[config.mk]
export PLATFORM = sky130hd
export DESIGN_NAME = adc_register_block_with_fifo
export DESIGN_NICKNAME = d
export VERILOG_FILES = /design/src/rtl/adcrb_pkg.sv /design/src/rtl/adcrb_fifo.sv /design/src/rtl/adcrb_rr.sv /design/src/rtl/adcrb_core.sv /design/src/rtl/adc_register_block_with_fifo.sv
export SDC_FILE = /design/constraint.sdc
export NUM_CORES = 1
export LEC_CHECK = 0
export ABC_AREA = 1
export BUFFER_PORTS_ARGS = -buffer_cell sky130_fd_sc_hd__buf_2
export CORE_UTILIZATION = 62
export CTS_CLUSTER_SIZE = 16
export DETAILED_ROUTE_END_ITERATION = 8
export GPL_TIMING_DRIVEN = 0
export PLACE_DENSITY = 0.81
export SKIP_LAST_GASP = 1
export SYNTH_ARGS = -nofsm -noshare
export SYNTH_HDL_FRONTEND = slang
export SYNTH_SLANG_ARGS = --single-unit
[constraint.sdc]
create_clock -name clk_i -period 5.6 [get_ports clk_i]
set_clock_uncertainty 0.2 [all_clocks]
set_input_delay 0.28 -clock clk_i [delete_from_list [all_inputs] [get_ports clk_i]]
set_output_delay 0.28 -clock clk_i [all_outputs]
set_load 0.01 [all_outputs]
[src/rtl/adcrb_pkg.sv]
// shared types, register map constants and helpers for the adc register block
`default_nettype none

package adcrb_pkg;

  localparam int NumChannelsDef = 5;
  localparam int FifoDepthDef   = 4;
  localparam int TempChannelDef = 4;

  typedef enum logic [1:0] {
    KIND_READ   = 2'd0,
    KIND_WRITE  = 2'd1,
    KIND_SAMPLE = 2'd2
  } kind_e;

  typedef enum logic [1:0] {
    ALIAS_PLAIN = 2'd0,
    ALIAS_XOR   = 2'd1,
    ALIAS_SET   = 2'd2,
    ALIAS_CLR   = 2'd3
  } alias_e;

  localparam logic [11:0] OFF_CS     = 12'h000;
  localparam logic [11:0] OFF_RESULT = 12'h004;
  localparam logic [11:0] OFF_FCS    = 12'h008;
  localparam logic [11:0] OFF_FIFO   = 12'h00C;
  localparam logic [11:0] OFF_DIV    = 12'h010;
  localparam logic [11:0] OFF_INTR   = 12'h014;
  localparam logic [11:0] OFF_INTE   = 12'h018;
  localparam logic [11:0] OFF_INTF   = 12'h01C;
  localparam logic [11:0] OFF_INTS   = 12'h020;

  localparam logic [31:0] CS_WRITABLE  = 32'h001F_700F;
  localparam logic [31:0] CS_READY     = 32'h0000_0100;
  localparam logic [31:0] FCS_WRITABLE = 32'h0F00_000F;

  localparam int CsStartOnceBit = 2;
  localparam int CsAinselLsb    = 12;
  localparam int CsAinselMsb    = 14;
  localparam int CsRrobinLsb    = 16;
  localparam int CsRrobinMsb    = 20;
  localparam int FcsEnBit       = 0;
  localparam int FcsShiftBit    = 1;
  localparam int FcsEmptyBit    = 8;
  localparam int FcsFullBit     = 9;
  localparam int FcsUnderBit    = 10;
  localparam int FcsOverBit     = 11;
  localparam int FcsLevelLsb    = 16;
  localparam int FcsLevelMsb    = 19;
  localparam int FcsThreshLsb   = 24;
  localparam int FcsThreshMsb   = 27;

  localparam logic [11:0] TEMP_RESET = 12'h36C;

  typedef struct packed {
    logic        push;
    logic        pop;
    logic [11:0] data;
  } fifo_req_t;

  typedef struct packed {
    logic [31:0] read_data;
    logic        irq;
  } result_t;

  function automatic logic [31:0] apply_alias(input logic [31:0] old_val,
                                              input logic [31:0] wr_val,
                                              input alias_e      al);
    logic [31:0] res;
    case (al)
      ALIAS_XOR: res = old_val ^ wr_val;
      ALIAS_SET: res = old_val | wr_val;
      ALIAS_CLR: res = old_val & ~wr_val;
      default:   res = wr_val;
    endcase
    return res;
  endfunction

endpackage

`default_nettype wire

[src/rtl/adcrb_fifo.sv]
// sample fifo: small register array with read and write pointers and fill level
`default_nettype none

module adcrb_fifo import adcrb_pkg::*; #(
  parameter int FIFO_DEPTH = FifoDepthDef,
  localparam int LvlW = $clog2(FIFO_DEPTH + 1)
) (
  input  wire logic            clk_i,
  input  wire logic            rst_ni,
  input  wire fifo_req_t       req_i,
  output logic [11:0]          head_o,
  output logic [LvlW-1:0]      level_o
);

  localparam int PtrW = (FIFO_DEPTH > 1) ? $clog2(FIFO_DEPTH) : 1;
  localparam logic [PtrW-1:0] PtrLast = PtrW'(FIFO_DEPTH - 1);

  logic [11:0]     store_q [FIFO_DEPTH];
  logic [PtrW-1:0] wr_ptr_q, wr_ptr_d;
  logic [PtrW-1:0] rd_ptr_q, rd_ptr_d;
  logic [LvlW-1:0] level_q, level_d;

  always_comb begin
    wr_ptr_d = wr_ptr_q;
    rd_ptr_d = rd_ptr_q;
    level_d  = level_q;
    if (req_i.push) begin
      wr_ptr_d = (wr_ptr_q == PtrLast) ? '0 : wr_ptr_q + 1'b1;
      level_d  = level_q + 1'b1;
    end else if (req_i.pop) begin
      rd_ptr_d = (rd_ptr_q == PtrLast) ? '0 : rd_ptr_q + 1'b1;
      level_d  = level_q - 1'b1;
    end
  end

  always_ff @(posedge clk_i or negedge rst_ni) begin
    if (!rst_ni) begin
      wr_ptr_q <= '0;
      rd_ptr_q <= '0;
      level_q  <= '0;
    end else begin
      wr_ptr_q <= wr_ptr_d;
      rd_ptr_q <= rd_ptr_d;
      level_q  <= level_d;
    end
  end

  always_ff @(posedge clk_i) begin
    if (req_i.push) begin
      store_q[wr_ptr_q] <= req_i.data;
    end
  end

  assign head_o  = store_q[rd_ptr_q];
  assign level_o = level_q;

endmodule

`default_nettype wire

[src/rtl/adcrb_rr.sv]
// round-robin pick of the next channel after the current one
`default_nettype none

module adcrb_rr import adcrb_pkg::*; #(
  parameter int NUM_CHANNELS = NumChannelsDef
) (
  input  wire logic [2:0] sel_i,
  input  wire logic [4:0] mask_i,
  output logic [2:0]      next_sel_o
);

  localparam logic [3:0] NCh      = 4'(NUM_CHANNELS);
  localparam int         ModSteps = 8 / NUM_CHANNELS;

  logic [3:0] base;
  logic [3:0] cand;
  logic       found;

  always_comb begin
    base = {1'b0, sel_i} + 4'd1;
    for (int k = 0; k < ModSteps; k++) begin
      if (base >= NCh) begin
        base = base - NCh;
      end
    end
    next_sel_o = sel_i;
    found      = 1'b0;
    cand       = '0;
    for (int i = 0; i < NUM_CHANNELS; i++) begin
      cand = base + 4'(i);
      if (cand >= NCh) begin
        cand = cand - NCh;
      end
      if (!found && mask_i[cand[2:0]]) begin
        next_sel_o = cand[2:0];
        found      = 1'b1;
      end
    end
  end

endmodule

`default_nettype wire

[src/rtl/adcrb_core.sv]
// register file, bus decode and conversion logic of the adc register block
`default_nettype none

module adcrb_core import adcrb_pkg::*; #(
  parameter int NUM_CHANNELS = NumChannelsDef,
  parameter int FIFO_DEPTH   = FifoDepthDef,
  parameter int TEMP_CHANNEL = TempChannelDef,
  localparam int LvlW = $clog2(FIFO_DEPTH + 1)
) (
  input  wire logic            clk_i,
  input  wire logic            rst_ni,
  input  wire logic            fire_i,
  input  wire logic [1:0]      kind_i,
  input  wire logic [13:0]     address_i,
  input  wire logic [31:0]     write_data_i,
  input  wire logic [2:0]      channel_i,
  input  wire logic [11:0]     sample_i,
  input  wire logic [11:0]     fifo_head_i,
  input  wire logic [LvlW-1:0] fifo_level_i,
  output fifo_req_t            fifo_req_o,
  output result_t              result_o
);

  localparam int              ChW   = $clog2(NUM_CHANNELS);
  localparam logic [2:0]      NCh   = 3'(NUM_CHANNELS);
  localparam logic [LvlW-1:0] LvlFull = LvlW'(FIFO_DEPTH);

  logic [20:0] cs_q, cs_d;
  logic [27:0] fcs_q, fcs_d;
  logic [31:0] div_q, div_d;
  logic [31:0] inte_q, inte_d;
  logic        intr_q, intr_d;
  logic        under_q, under_d;
  logic        over_q, over_d;
  logic [11:0] samples_q [NUM_CHANNELS];

  logic [11:0]     off;
  alias_e          al;
  logic [31:0]     cs_wr;
  logic [2:0]      rd_sel;
  logic [11:0]     samp_rd;
  logic [2:0]      rr_next;
  logic [11:0]     conv_val;
  logic [LvlW-1:0] level_after;
  logic [3:0]      thresh;
  logic [31:0]     fcs_rd;
  fifo_req_t       req;
  result_t         res;

  assign off    = address_i[11:0];
  assign al     = alias_e'(address_i[13:12]);
  assign cs_wr  = apply_alias({11'b0, cs_q}, write_data_i, al) & CS_WRITABLE;
  assign thresh = fcs_q[FcsThreshMsb:FcsThreshLsb];

  // conversions take the channel selected by the new cs value
  assign rd_sel  = (kind_e'(kind_i) == KIND_WRITE) ? cs_wr[CsAinselMsb:CsAinselLsb]
                                                   : cs_q[CsAinselMsb:CsAinselLsb];
  assign samp_rd = (rd_sel < NCh) ? samples_q[rd_sel[ChW-1:0]] : '0;

  adcrb_rr #(
    .NUM_CHANNELS(NUM_CHANNELS)
  ) u_rr (
    .sel_i     (cs_wr[CsAinselMsb:CsAinselLsb]),
    .mask_i    (cs_wr[CsRrobinMsb:CsRrobinLsb]),
    .next_sel_o(rr_next)
  );

  always_comb begin
    fcs_rd                          = {4'b0, fcs_q};
    fcs_rd[FcsEmptyBit]             = (fifo_level_i == '0);
    fcs_rd[FcsFullBit]              = (fifo_level_i == LvlFull);
    fcs_rd[FcsUnderBit]             = under_q;
    fcs_rd[FcsOverBit]              = over_q;
    fcs_rd[FcsLevelMsb:FcsLevelLsb] = 4'(fifo_level_i);
  end

  always_comb begin
    cs_d        = cs_q;
    fcs_d       = fcs_q;
    div_d       = div_q;
    inte_d      = inte_q;
    intr_d      = intr_q;
    under_d     = under_q;
    over_d      = over_q;
    req         = '0;
    res         = '0;
    level_after = fifo_level_i;
    conv_val    = samp_rd;
    case (kind_e'(kind_i))
      KIND_READ: begin
        case (off)
          OFF_CS:     res.read_data = {11'b0, cs_q} | CS_READY;
          OFF_RESULT: res.read_data = {20'b0, samp_rd};
          OFF_FCS:    res.read_data = fcs_rd;
          OFF_FIFO: begin
            if (fifo_level_i == '0) begin
              under_d = 1'b1;
            end else begin
              req.pop       = 1'b1;
              res.read_data = {20'b0, fifo_head_i};
            end
          end
          OFF_DIV:    res.read_data = div_q;
          OFF_INTR:   res.read_data = {31'b0, intr_q};
          OFF_INTE:   res.read_data = inte_q;
          OFF_INTF:   res.read_data = '0;
          OFF_INTS:   res.read_data = {31'b0, intr_q & inte_q[0]};
          default:    res.read_data = '0;
        endcase
      end
      KIND_WRITE: begin
        case (off)
          OFF_CS: begin
            cs_d = cs_wr[20:0];
            if (cs_wr[CsStartOnceBit]) begin
              if (fcs_q[FcsEnBit]) begin
                if (fcs_q[FcsShiftBit]) begin
                  conv_val = {4'b0, samp_rd[11:4]};
                end
                if (fifo_level_i == LvlFull) begin
                  over_d = 1'b1;
                end else begin
                  req.push    = 1'b1;
                  req.data    = conv_val;
                  level_after = fifo_level_i + 1'b1;
                end
              end
              if (thresh != '0 && 4'(level_after) >= thresh) begin
                intr_d  = 1'b1;
                res.irq = inte_q[0];
              end
              cs_d[CsStartOnceBit]          = 1'b0;
              cs_d[CsAinselMsb:CsAinselLsb] = rr_next;
            end
          end
          OFF_FCS: begin
            fcs_d = 28'(apply_alias({4'b0, fcs_q}, write_data_i, al) & FCS_WRITABLE);
            if (write_data_i[FcsUnderBit]) begin
              under_d = 1'b0;
            end
            if (write_data_i[FcsOverBit]) begin
              over_d = 1'b0;
            end
          end
          OFF_DIV:  div_d  = apply_alias(div_q, write_data_i, al);
          OFF_INTE: inte_d = apply_alias(inte_q, write_data_i, al);
          default: begin
          end
        endcase
      end
      default: begin
      end
    endcase
  end

  always_ff @(posedge clk_i or negedge rst_ni) begin
    if (!rst_ni) begin
      cs_q    <= '0;
      fcs_q   <= '0;
      div_q   <= '0;
      inte_q  <= '0;
      intr_q  <= 1'b0;
      under_q <= 1'b0;
      over_q  <= 1'b0;
    end else if (fire_i) begin
      cs_q    <= cs_d;
      fcs_q   <= fcs_d;
      div_q   <= div_d;
      inte_q  <= inte_d;
      intr_q  <= intr_d;
      under_q <= under_d;
      over_q  <= over_d;
    end
  end

  always_ff @(posedge clk_i or negedge rst_ni) begin
    if (!rst_ni) begin
      for (int i = 0; i < NUM_CHANNELS; i++) begin
        samples_q[i] <= (i == TEMP_CHANNEL) ? TEMP_RESET : '0;
      end
    end else if (fire_i && kind_e'(kind_i) == KIND_SAMPLE && channel_i < NCh) begin
      samples_q[channel_i[ChW-1:0]] <= sample_i;
    end
  end

  assign fifo_req_o = fire_i ? req : '0;
  assign result_o   = res;

endmodule

`default_nettype wire

[src/rtl/adc_register_block_with_fifo.sv]
// top level of the adc register block: input register, core, fifo, output register
//
// Input channel: in_valid_i / in_stall_o with one bus read, bus write or
// analog sample setting per word (kind_i, address_i, write_data_i,
// channel_i, sample_i). Output channel: out_valid_o / out_stall_i, exactly
// one result word (read_data_o, fifo_irq_o) per input word, in order.
// A word is taken into the input register, decoded and applied to the
// register file and sample fifo as it leaves, and its result is captured
// in the output register, where out_valid_o then rises to offer it.
// Throughput is one word per cycle while the output is not stalled; the
// register update and fifo access of a word all happen in the cycle it
// moves from the input to the output register.
// When the receiver stalls, the result holds in the output register and
// one more word can wait in the input register; beyond that in_stall_o
// rises until the output is taken.
// Reset clears all control registers, the fifo pointers and flags and the
// channel samples (the temperature channel returns to its fixed value).
`default_nettype none

module adc_register_block_with_fifo import adcrb_pkg::*; #(
  parameter int NUM_CHANNELS = NumChannelsDef,
  parameter int FIFO_DEPTH   = FifoDepthDef,
  parameter int TEMP_CHANNEL = TempChannelDef
) (
  input  wire logic        clk_i,
  input  wire logic        rst_ni,
  input  wire logic        in_valid_i,
  output logic             in_stall_o,
  input  wire logic [1:0]  kind_i,
  input  wire logic [13:0] address_i,
  input  wire logic [31:0] write_data_i,
  input  wire logic [2:0]  channel_i,
  input  wire logic [11:0] sample_i,
  output logic             out_valid_o,
  input  wire logic        out_stall_i,
  output logic [31:0]      read_data_o,
  output logic             fifo_irq_o
);

  localparam int LvlW = $clog2(FIFO_DEPTH + 1);

  logic        in_valid_q;
  logic [1:0]  kind_q;
  logic [13:0] address_q;
  logic [31:0] write_data_q;
  logic [2:0]  channel_q;
  logic [11:0] sample_q;
  logic        out_valid_q;
  result_t     result_q;

  logic            advance;
  logic            accept;
  fifo_req_t       fifo_req;
  logic [11:0]     fifo_head;
  logic [LvlW-1:0] fifo_level;
  result_t         result_d;

  assign advance    = in_valid_q && (!out_valid_q || !out_stall_i);
  assign in_stall_o = in_valid_q && !advance;
  assign accept     = in_valid_i && !in_stall_o;

  always_ff @(posedge clk_i or negedge rst_ni) begin
    if (!rst_ni) begin
      in_valid_q <= 1'b0;
    end else if (accept) begin
      in_valid_q <= 1'b1;
    end else if (advance) begin
      in_valid_q <= 1'b0;
    end
  end

  always_ff @(posedge clk_i) begin
    if (accept) begin
      kind_q       <= kind_i;
      address_q    <= address_i;
      write_data_q <= write_data_i;
      channel_q    <= channel_i;
      sample_q     <= sample_i;
    end
  end

  adcrb_core #(
    .NUM_CHANNELS(NUM_CHANNELS),
    .FIFO_DEPTH  (FIFO_DEPTH),
    .TEMP_CHANNEL(TEMP_CHANNEL)
  ) u_core (
    .clk_i       (clk_i),
    .rst_ni      (rst_ni),
    .fire_i      (advance),
    .kind_i      (kind_q),
    .address_i   (address_q),
    .write_data_i(write_data_q),
    .channel_i   (channel_q),
    .sample_i    (sample_q),
    .fifo_head_i (fifo_head),
    .fifo_level_i(fifo_level),
    .fifo_req_o  (fifo_req),
    .result_o    (result_d)
  );

  adcrb_fifo #(
    .FIFO_DEPTH(FIFO_DEPTH)
  ) u_fifo (
    .clk_i  (clk_i),
    .rst_ni (rst_ni),
    .req_i  (fifo_req),
    .head_o (fifo_head),
    .level_o(fifo_level)
  );

  always_ff @(posedge clk_i or negedge rst_ni) begin
    if (!rst_ni) begin
      out_valid_q <= 1'b0;
    end else if (advance) begin
      out_valid_q <= 1'b1;
    end else if (!out_stall_i) begin
      out_valid_q <= 1'b0;
    end
  end

  always_ff @(posedge clk_i) begin
    if (advance) begin
      result_q <= result_d;
    end
  end

  assign out_valid_o = out_valid_q;
  assign read_data_o = result_q.read_data;
  assign fifo_irq_o  = result_q.irq;

endmodule

`default_nettype wire

Word level (Yosys, flattened, before mapping)

Memory sizes are Yosys's and may differ from the RTL's.
Index checks and enable logic that the tools add are counted.
Widths: inputs -> output; s select.

Bitwise gates (word level): 17
Add/subtract/negate cells: 15
$lt $le $gt $ge: 17
Reductions and logical operators: 37
Muxes and demuxes: 80
Equality and inequality tests: 24

Operator list:

| kind                | number |
|---|---|
| $pmux 32 s8         | 1 |
| $pmux 32 s3         | 2 |
| $mux 12             | 11 |
| $pmux 28 s3         | 1 |
| $and 32x32->32      | 2 |
| $or 32x32->32       | 2 |
| $xor 32x32->32      | 2 |
| $pmux 21 s3         | 1 |
| $bwmux 60           | 1 |
| $mux 3              | 19 |
| $bmux 12 s3         | 1 |
| $demux 12 s3        | 1 |
| $eq 12x5->1 const B | 3 |
| $not 32->32         | 1 |
| $mux 1              | 31 |
| $and 28x28->28      | 1 |
| $or 28x28->28       | 1 |
| $xor 28x28->28      | 1 |
| $eq 12x4->1 const B | 2 |
| $ge 4x3->1 const B  | 6 |
| $and 21x21->21      | 1 |
| $or 21x21->21       | 1 |
| $xor 21x21->21      | 1 |
| $lt 3x4->1 const B  | 5 |
| 42 further kinds    | 92 |

Register bits: 251
Bits of input ports: 67
Memories kept: 1
Word-level logic and storage cells: 215
Memory bits (writable): 48
Output and inout port bits: 35

Memory list:

| name           | depth | width | rd ports | clocked after memory_dff | wr ports | RTL line         | RTL |
|---|---|---|---|---|---|---|---|
| u_fifo.store_q | 4     | 12    | 1        | 0                        | 1        | adcrb_fifo.sv:18 | `logic [11:0] store_q [FIFO_DEPTH];` |

Depth between registers and ports, before layout

Gate-level depths: netlist of the first run.

Word-level depth: 24
Gate-level depth with buffers: 35
Gate-level depth less buffers: 35

Modules after synthesis

A second synthesis of the first run with hierarchy kept.

Cell total of the unflattened synthesis: 2,080
Area total of the unflattened synthesis: 18,393.9 um^2

Modules (own cells, without submodules):

| module                       | area each (um^2) | times used | cells each | sequential area each (um^2) |
|---|---|---|---|---|
| adcrb_core                   | 11,712.5         | 1          | 1,520      | 3,661.0 |
| adc_register_block_with_fifo | 2,977.9          | 1          | 108        | 2,932.8 |
| adcrb_fifo                   | 2,433.6          | 1          | 214        | 1,616.6 |
| adcrb_rr                     | 1,270.0          | 1          | 238        | 0.0 |

Least setup slack after synthesis of the first run

OpenSTA, ideal clock, no wires.

Kind: reg2reg
From: register out_valid_q (netlist: out_valid_o)
To: memory u_fifo.store_q[0][0] (enable)
Period minus slack after synthesis: 4.589 ns
Path slack: 1.011 ns
Stages on the path, launching flop included: 16
Arrival time: 4.009 ns
Buffers on the path: 0
Required time: 5.020 ns
Library setup time: 0.380 ns
Cell sequence: dfrtp_1 > nand2_1 > inv_1 > nor2_1 > inv_1 > nor2_1 > inv_1 > nor2_1 > inv_1 > nor2_1 > inv_1 > nor2_1 > inv_1 > nor2_1 > inv_1 > nor2_1

Cells in the longest elaborated chain, start to end: 6

RTL lines:

| item                         | RTL line                            | RTL |
|---|---|---|
| start, declared              | adc_register_block_with_fifo.sv:48  | `logic out_valid_q;` |
| start signal, assigned       | adc_register_block_with_fifo.sv:113 | `out_valid_q <= 1'b0;` |
| start signal, assigned       | adc_register_block_with_fifo.sv:115 | `out_valid_q <= 1'b1;` |
| start signal, assigned       | adc_register_block_with_fifo.sv:117 | `out_valid_q <= 1'b0;` |
| $logic_not 1->1              | adc_register_block_with_fifo.sv:58  | `assign advance = in_valid_q && (!out_valid_q \|\| !out_stall_i);` |
| $logic_or 1x1->1             | adc_register_block_with_fifo.sv:58  |  |
| $logic_and 1x1->1            | adc_register_block_with_fifo.sv:58  |  |
| named net advance            | adc_register_block_with_fifo.sv:51  | `logic advance;` |
| $mux 14                      | adcrb_core.sv:186                   | `assign fifo_req_o = fire_i ? req : '0;` |
| $mux 1                       | adcrb_fifo.sv:49                    | `if (req_i.push) begin` |
| $mux 1 (implied by the code) | adcrb_fifo.sv:50                    | `store_q[wr_ptr_q] <= req_i.data;` |
| end, declared                | adcrb_fifo.sv:18                    |  |

The timed path passes the listed nets, and every way through them passes these cells.

Worst setup path in the final report of the first run

From: register write_data_q[12]
To: register u_core.cs_q[12]

Cells in the longest elaborated chain, start to end: 24
Elaborated cells on any way between the ends: 56
Classes of those cells: add/sub: 11; order compare: 6; mux: 27; bitwise: 4; reduce/logical: 8

RTL lines:

| item                                                 | RTL line                           | RTL |
|---|---|---|
| start, declared                                      | adc_register_block_with_fifo.sv:45 | `logic [31:0] write_data_q;` |
| start signal, assigned                               | adc_register_block_with_fifo.sv:76 | `write_data_q <= write_data_i;` |
| $not 32->32                                          | adcrb_pkg.sv:73                    | `ALIAS_CLR: res = old_val & ~wr_val;` |
| $and 21x21->21                                       | adcrb_pkg.sv:73                    |  |
| $pmux 21 s3 (*)                                      | adcrb_pkg.sv:70                    | `case (al)` |
| branches (longest 20 deep; another with $add 3x1->4) | --                                 |  |
| $mux 3 (*)                                           | adcrb_core.sv:115                  | `if (cs_wr[CsStartOnceBit]) begin` |
| end signal, assigned                                 | adcrb_core.sv:166                  | `cs_q <= cs_d;` |
| end, declared                                        | adcrb_core.sv:28                   | `logic [20:0] cs_q, cs_d;` |

Mark *: on every way between the ends. The select of a mux whose other input is x is not followed.
A chain may end at the register's enable or synchronous reset.

==> results of run 1 <==
-- layout by cell type (no fill, tap or decap), drive strengths merged, types with 6 or more instances in the layout --
cell / netlist / layout
a2111oi: 7 / 7
edfxtp: 144 / 144
nor3: 8 / 8
nor2: 119 / 119
a32o: 12 / 12
a221oi: 7 / 7
ha: 187 / 187
clkinv: 4 / 16
nand4: 22 / 22
dlygate4sd3: 0 / 67
buf: 9 / 113
o21a: 11 / 11
o2111ai: 32 / 32
nand2: 436 / 436
inv: 243 / 245
o21ai: 190 / 190
o22ai: 42 / 42
a21oi: 92 / 92
dfrtp: 149 / 149
dfstp: 6 / 6
clkbuf: 66 / 113
nand3: 68 / 68
o211ai: 14 / 14
a211oi: 26 / 26
mux2i: 24 / 24
-- registers in the layout (all words and copies together), names as in the netlist, 11 cells and up --
register,cells
u_core.samples_q,60
u_fifo.store_q,48
read_data_o,32
u_core.div_q,32
u_core.inte_q,32
write_data_q,32
address_q,14
sample_q,12
u_core.cs_q,11
-- metal layers --
layer  track usage [%]  share of wire [%]  vias to the layer above  wire length [microns]
met5                 0                  0                        -                      0
met1              44.1                 38                     7434                  19400
met2              59.7                 48                      892                  24200
met3              5.02                8.6                      201                   4350
met4              18.4                4.9                        0                   2480
li1                  -                  -                     7048                      -
-- cell type report --
class                      instances  share of cell area [%]
timing repair buffer             171                    6.22
clock buffer                      47                    4.57
multi-input combinational       1322                    40.1
inverter                         247                    4.55
clock inverter                    15                   0.546
sequential                       299                    40.3
tap                              378                    2.32
buffer                            75                    1.44
-- Yosys cell counts (2+ instances only) --
| cell | instances |
|---|---|
| o211ai_1 | 14 |
| nand4_1 | 18 |
| a221oi_1 | 7 |
| clkbuf_1 | 66 |
| o21ai_1 | 9 |
| nor2_1 | 115 |
| a21oi_1 | 90 |
| nand3_1 | 56 |
| nand4_2 | 2 |
| nor2_4 | 3 |
| inv_1 | 237 |
| nor4_1 | 2 |
| dfrtp_1 | 149 |
| nor3_1 | 7 |
| nand3_2 | 11 |
| nand4_4 | 2 |
| nand2_1 | 423 |
| dfstp_2 | 6 |
| o221ai_1 | 3 |
| nand3b_1 | 2 |
| a211oi_1 | 26 |
| clkinv_1 | 4 |
| o22ai_1 | 42 |
| buf_1 | 6 |
| edfxtp_1 | 144 |
| a32o_1 | 12 |
| ha_1 | 187 |
| o21a_1 | 11 |
| a2111oi_0 | 7 |
| mux2i_1 | 24 |
| or2_2 | 4 |
| o21ai_0 | 181 |
| o2111ai_1 | 32 |
| inv_2 | 6 |
| o31ai_1 | 2 |
| a31oi_1 | 4 |
| xor2_1 | 2 |
| nand2_2 | 12 |
-- power by group through the flow --
stage	Clock, W	Combinational (W)	Sequential, W
final	0.00214	0.00123	0.00256
after floorplan	0	0.000817	0.00259
after global routing	0.00222	0.00138	0.00258
after global placement	0	0.00110	0.00260
after detailed placement	0	0.00116	0.00260
after CTS	0.00213	0.00120	0.00256
-- timing repair --
item,4_1_cts,5_1_grt
endpoints found under the hold margin,148,0
gates resized for setup,0,1
hold buffers,67,0
endpoints found under the setup margin,0,1
-- worst max path at each step --
| stage | end | slack [ns] | cells past startpoint |
|---|---|---|---|
| final | u_core.cs_q[12]$_DFFE_PN0P_ | 0.55 | 30 |
| after global routing | u_core.cs_q[12]$_DFFE_PN0P_ | 0.1 | 30 |
| after CTS | u_core.cs_q[12]$_DFFE_PN0P_ | 0.63 | 30 |
| after detailed placement | u_core.cs_q[12]$_DFFE_PN0P_ | 0.64 | 30 |
| after global placement | u_fifo.store_q[3][4]$_DFFE_PP_ | -1.15 | 16 |
| after floorplan | u_fifo.store_q[0][0]$_DFFE_PP_ | 1.01 | 15 |
-- kinds of logic after synthesis --
family / Yosys count
DFF: 299
adders and majority gates: 187
and+or+nand+nor: 661
xor gates and xnor gates: 4
AOI/OAI and AO/OA: 446
muxes: 24
buffers and inverters: 322
-- worst reg2reg max path, delay by kind of cell (launching register included) --
| family | cells | cell delay [ns] |
|---|---|---|
| AOI/OAI and AO/OA | 5 | 0.73 |
| DFF | 1 | 0.42 |
| and+or+nand+nor | 15 | 1.77 |
| buffers and inverters | 7 | 1.00 |
| adders and majority gates | 3 | 0.79 |
-- per-stage QoR --
step	setup TNS [ns]	util [%]	instances	worst slack (ns)	total power, W
detailed placement	0	67.0	2425	0.644	0.00376
global route	0	73.2	2554	0.0961	0.00618
floorplan	0	-	1943	1.01	0.00341
CTS	0	73.2	2554	0.626	0.00590
global placement	-82.85	66.7	2422	-1.15	0.00370
finish	0	73.2	2554	0.551	0.00593
==> metrics.txt, run 1 <==
status finished, final reports clean; Initial Util 63.1%; period utilization 90.2%; number of nets in the layout 2404; total CTS buffers 34; largest family of logic cells by synthesized area simple AND/OR/NAND/NOR gates; synth warn 0; worst hold path class primary input to asynchronous set/reset pin; compound-cell area share of the yosys netlist ~15%; hold_ws between 0.08 and 0.09 ns; Worst Path Arrival 5.25 ns; clock tree root buffer cell clkbuf_16; critical path type flip-flop to flip-flop; most used cell, CP nand2_1; Core Region 0.0279 sq mm; Final min period 5.05 ns; Synth Area in Adders between 10% and 20%; Reg2Reg Depth 30; vias 15575; area taken by multi-input logic gates ~0.0082 sq mm; 1st-pass router iterations 6; area share of the largest cell type after synthesis 24.6%; setup bufs post-CTS 0; syn_nets 2197; DP HPWL 33900 microns; first-pass GRT wire length 79200 microns; Avg Inst Size Synth 9.05 sq um; setup violators final 0; sequential share of the synthesized area 46.7%; Internal 0.00412 W; gr ovfl total 0; DRC 0; Peak VDD IR 306 uV; CP top delay family simple AND/OR/NAND/NOR gates; pwr dens between 200 and 300 mW/mm^2; Seq cells post-synth roughly 300; Async SR Flop Fraction 51.8%; largest net degree at the start of global routing 107; final instance area 0.0204 sq mm; DRT Wirelength between 50000 and 60000 microns; CP peak stage delay between 0.4 and 0.5 ns; chip width 170 microns; share of layout cells above drive strength 1 9.56%; die height 170 microns; worst-margin pin slew 1.25 ns; CP required 5.80 ns; Synth Area in Simple Gates 16.1%; H-Tree Depth 2; RePlAce Congestion roughly 0.92; FP Rows 61; Final Hold Viols 0; worst rel slew slack 16.2%; Routed Antenna Nets 0; cell taking the most area after synthesis edfxtp_1; number of global-route vias before repair 15476; combinational share of power about a fifth; worst path bufs/invs 7; MaxCap Viol Count 0; ys flop type dfrtp_1; FF-to-FF Start write_data_q[12]$_DFFE_PP_; Fmax achieved 0.198 GHz; Sw Pwr roughly 0.0018 W; Clk Latency, worst-skew pair 0.53 ns; leakage power figure 8.98 nW; clock sink total 299; WL per Instance 19.7 microns; Layout fillers 1954; Via density 6.10; R2R setup slack around 0.55 ns; first-iteration detailed-routing DRC count between 1500 and 2000; die area 0.0290 sq mm; CTS tree built; initial antenna violation count 0; sequential group share of total power a little over two fifths; Clk network pwr share 36.1%; CP max stage cell edfxtp_1; top post-synthesis cells by area edfxtp_1, dfrtp_1, ha_1; fin. max-slew vios 0; unique cell type count in the Yosys netlist 53; unrepaired setup endpoints after global routing false; clock buffer depth 3; xor/xnor cell area share of the yosys netlist 0.242%; endpoint of the worst-slack reg-to-reg timing path u_core.cs_q[12]$_DFFE_PN0P_; mux cell area share after synthesis 1.37%; CP startpoint write_data_q[12]$_DFFE_PP_; Area Growth Syn to Fin 15.9%; crit end category flip-flop; post-place instance area between 0.015 and 0.02 sq mm; # IOs 102; CP startpoint kind flip-flop; Synth Cell Area 0.0176 sq mm; CP max FO 9; Register Area between 0.008 and 0.009 sq mm; ant diodes 0; GRT Util Overall a little over a third; CTS clk-pin slew, worst paths ~0.060 ns; Cells after Synth 1943; PortBufs 101; Net Sw Frac 30.5%; Post-synth EDFFs 144
No activity file was read; power rests on OpenSTA's default activity.
==> run 2, diff against run 1 <==
--- a/config.mk
+++ b/config.mk
@@ -12,6 +12,8 @@
 export DETAILED_ROUTE_END_ITERATION = 8
 export GPL_TIMING_DRIVEN = 0
 export PLACE_DENSITY = 0.81
+export RECOVER_POWER = 25
+export SKIP_CTS_REPAIR_TIMING = 1
 export SKIP_LAST_GASP = 1
 export SYNTH_ARGS = -nofsm -noshare
 export SYNTH_HDL_FRONTEND = slang
==> run 2 against run 1 <==
Against the previous run: the run now ends with max-capacitance violations, max-slew violations left; fmax grew 0.87%; clock-buffer cell count is the same; power is essentially flat; sequential share of layout area grew 0.067 points; critical path type unchanged.
==> metrics.txt, run 2 (synthesized netlist as in run 1, its figures left out) <==
status complete, but fails checks; failing checks max-capacitance violations, max-slew violations; CP required 5.80 ns (about the same); CP peak stage delay 0.42 ns (about the same); Area Growth Syn to Fin 15.7%; worst rel slew slack -103% (-120 points); CP startpoint kind flip-flop; 1st-pass router iterations 7 (+1); Largest register FFs 60 (unchanged); H-Tree Depth 2 (unchanged); Reg2Reg Depth 30 (unchanged); R2R setup slack 0.59 ns (+0.04 ns); # IOs 102 (unchanged); die height 170 microns (unchanged); sequential group share of total power 43.3% (about the same); FP Rows 61 (unchanged); highest routed layer met4; Non-Filler Instances 2554 (unchanged); RePlAce Congestion 0.923 (unchanged); number of global-route vias before repair 15036 (-2.8%); TNS Setup 0 ns (unchanged); leakage power figure 8.96 nW (-0.22%); DRC 0 (unchanged); unrepaired setup endpoints after global routing false; clock tree root buffer cell clkbuf_16; die area 0.0290 sq mm (unchanged); setup violators final 0 (unchanged); CTS clk-pin slew, worst paths 0.06 ns (about the same); GRT Util Overall 34.2% (-1.1 points); period utilization 89.4% (-0.78 points); DR WL met2 24000 microns (-0.75%); number of nets in the layout 2404 (unchanged); clock sink total 299 (unchanged); FF-to-FF Start write_data_q[12]$_DFFE_PP_; endpoint of the worst-slack reg-to-reg timing path u_core.cs_q[12]$_DFFE_PN0P_; share of layout cells above drive strength 1 9.42% (-0.14 points); most used cell, CP nand2_1; Final min period 5.01 ns (-0.0435 ns); placed instance count 2425 (unchanged); first-pass GRT wire length 76800 microns (-3.0%); registers with the highest flip-flop counts u_core.samples_q: 60 flops, u_fifo.store_q: 48 flops; PortBufs 101 (unchanged); CP startpoint write_data_q[12]$_DFFE_PP_; CP max FO 9 (unchanged); DP HPWL 33900 microns (unchanged); chip width 170 microns (unchanged); final instance area 0.0203 sq mm (-0.17%); CP max stage cell edfxtp_1; Worst Path Arrival 5.21 ns (-0.04 ns); Fmax achieved 0.200 GHz (+0.87%); DRT Wirelength 50200 microns (-0.24%); met3 routed WL 4390 microns (+0.92%); Internal 0.00412 W (about the same); critical path type flip-flop to flip-flop; largest net degree at the start of global routing 107 (unchanged); Peak VDD IR 297 uV (-2.7%); clock buffer depth 3 (unchanged); ant diodes 0 (unchanged); combinational share of power 20.6% (about the same); Core Region 0.0279 sq mm (unchanged); Clk Latency, worst-skew pair 0.53 ns (about the same); WL per Instance 19.7 microns (-0.24%); M1 WL 19400 microns (+0.33%); Sw Pwr 0.00181 W (-0.11%); pwr dens 291 mW/mm^2 (about the same); Net Sw Frac 30.5% (about the same); most frequent cells in the layout nand2_1, inv_1, ha_1, o21ai_0, dfrtp_1; Biggest register u_core.samples_q; post-place instance area 0.0187 sq mm (unchanged); first-iteration detailed-routing DRC count 1681 (+6.3%); gr ovfl total 0 (unchanged); worst hold path class primary input to flip-flop; CTS tree built; MaxCap Viol Count 2 (+2); Routed Antenna Nets 0 (unchanged); crit end category flip-flop; vias 15510 (-0.42%); Via density 6.07 (-0.42%); fin. max-slew vios 158 (+158); worst-margin pin slew 3.05 ns (+1.80 ns); Power Total 0.00592 W (about the same); total CTS buffers 34 (unchanged); Final Hold Viols 0 (unchanged); Worst setup endpoint u_core.cs_q[12]$_DFFE_PN0P_; most common cell after layout, fill and taps aside nand2_1; Place WS 0.644 ns (unchanged); Clk network pwr share 36.1% (about the same); post-route setup slack 0.595 ns (+0.0435 ns); Initial Util 63.1% (unchanged); initial antenna violation count 0 (unchanged)
run 2: worst min path at each step:
stage	startpoint	endpoint	slack [ns]	depth (start not counted)
floorplan	rst_ni	in_valid_q$_DFFE_PN0P_	-0.22	0
global placement	in_valid_q$_DFFE_PN0P_	out_valid_o$_DFFE_PN0P_	0.24	2
detailed placement	rst_ni	u_core.inte_q[23]$_DFFE_PN0P_	0.03	1
CTS	rst_ni	u_core.inte_q[23]$_DFFE_PN0P_	-0.50	1
global route	address_i[4]	address_q[4]$_DFFE_PP_	0.26	2
finish	address_i[4]	address_q[4]$_DFFE_PP_	0.26	2
run 2: metrics by stage:
stage          hold slack (ns)  util [%]
2_1_floorplan           -0.216         -
3_5_place_dp            0.0310      67.0
3_3_place_gp             0.243      66.7
4_1_cts                 -0.503      70.8
5_1_grt                  0.259      73.0
6_report                 0.257      73.0
run 2: power groups by stage:
| stage | clock [W] | sequential [W] | combinational (W) |
|---|---|---|---|
| after floorplan | 0 | 0.00259 | 0.000817 |
| after global routing | 0.00223 | 0.00258 | 0.00137 |
| after detailed placement | 0 | 0.00260 | 0.00116 |
| after global placement | 0 | 0.00260 | 0.00110 |
| final | 0.00214 | 0.00256 | 0.00122 |
| after CTS | 0.00213 | 0.00256 | 0.00117 |
run 2: per-layer routing:
| layer | global-route usage (%) | up-vias |
|---|---|---|
| li1 | - | 7058 |
| met1 | 43.1 | 7359 |
| met2 | 57.5 | 886 |
| met3 | 5.09 | 207 |
| met4 | 17.2 | 0 |
| met5 | 0 | - |
run 2: final cells by class:
type / count / area (sq um)
Buffer: 75 / 294
Inverter: 247 / 927
Sequential cell: 299 / 8210
Multi-Input combinational cell: 1322 / 8170
Clock buffer: 47 / 931
Timing Repair Buffer: 171 / 1230
Tap cell: 378 / 473
Clock inverter: 15 / 111
Fill cell: 1969 / 7510
run 2: worst max-delay path, delay by kind of cell, from the launching register on:
| kind | cells | cell delay (ns) |
|---|---|---|
| flops | 1 | 0.42 |
| compound gates | 5 | 0.72 |
| buf+inv | 7 | 0.98 |
| fa+ha+maj | 3 | 0.79 |
| simple gates | 15 | 1.77 |
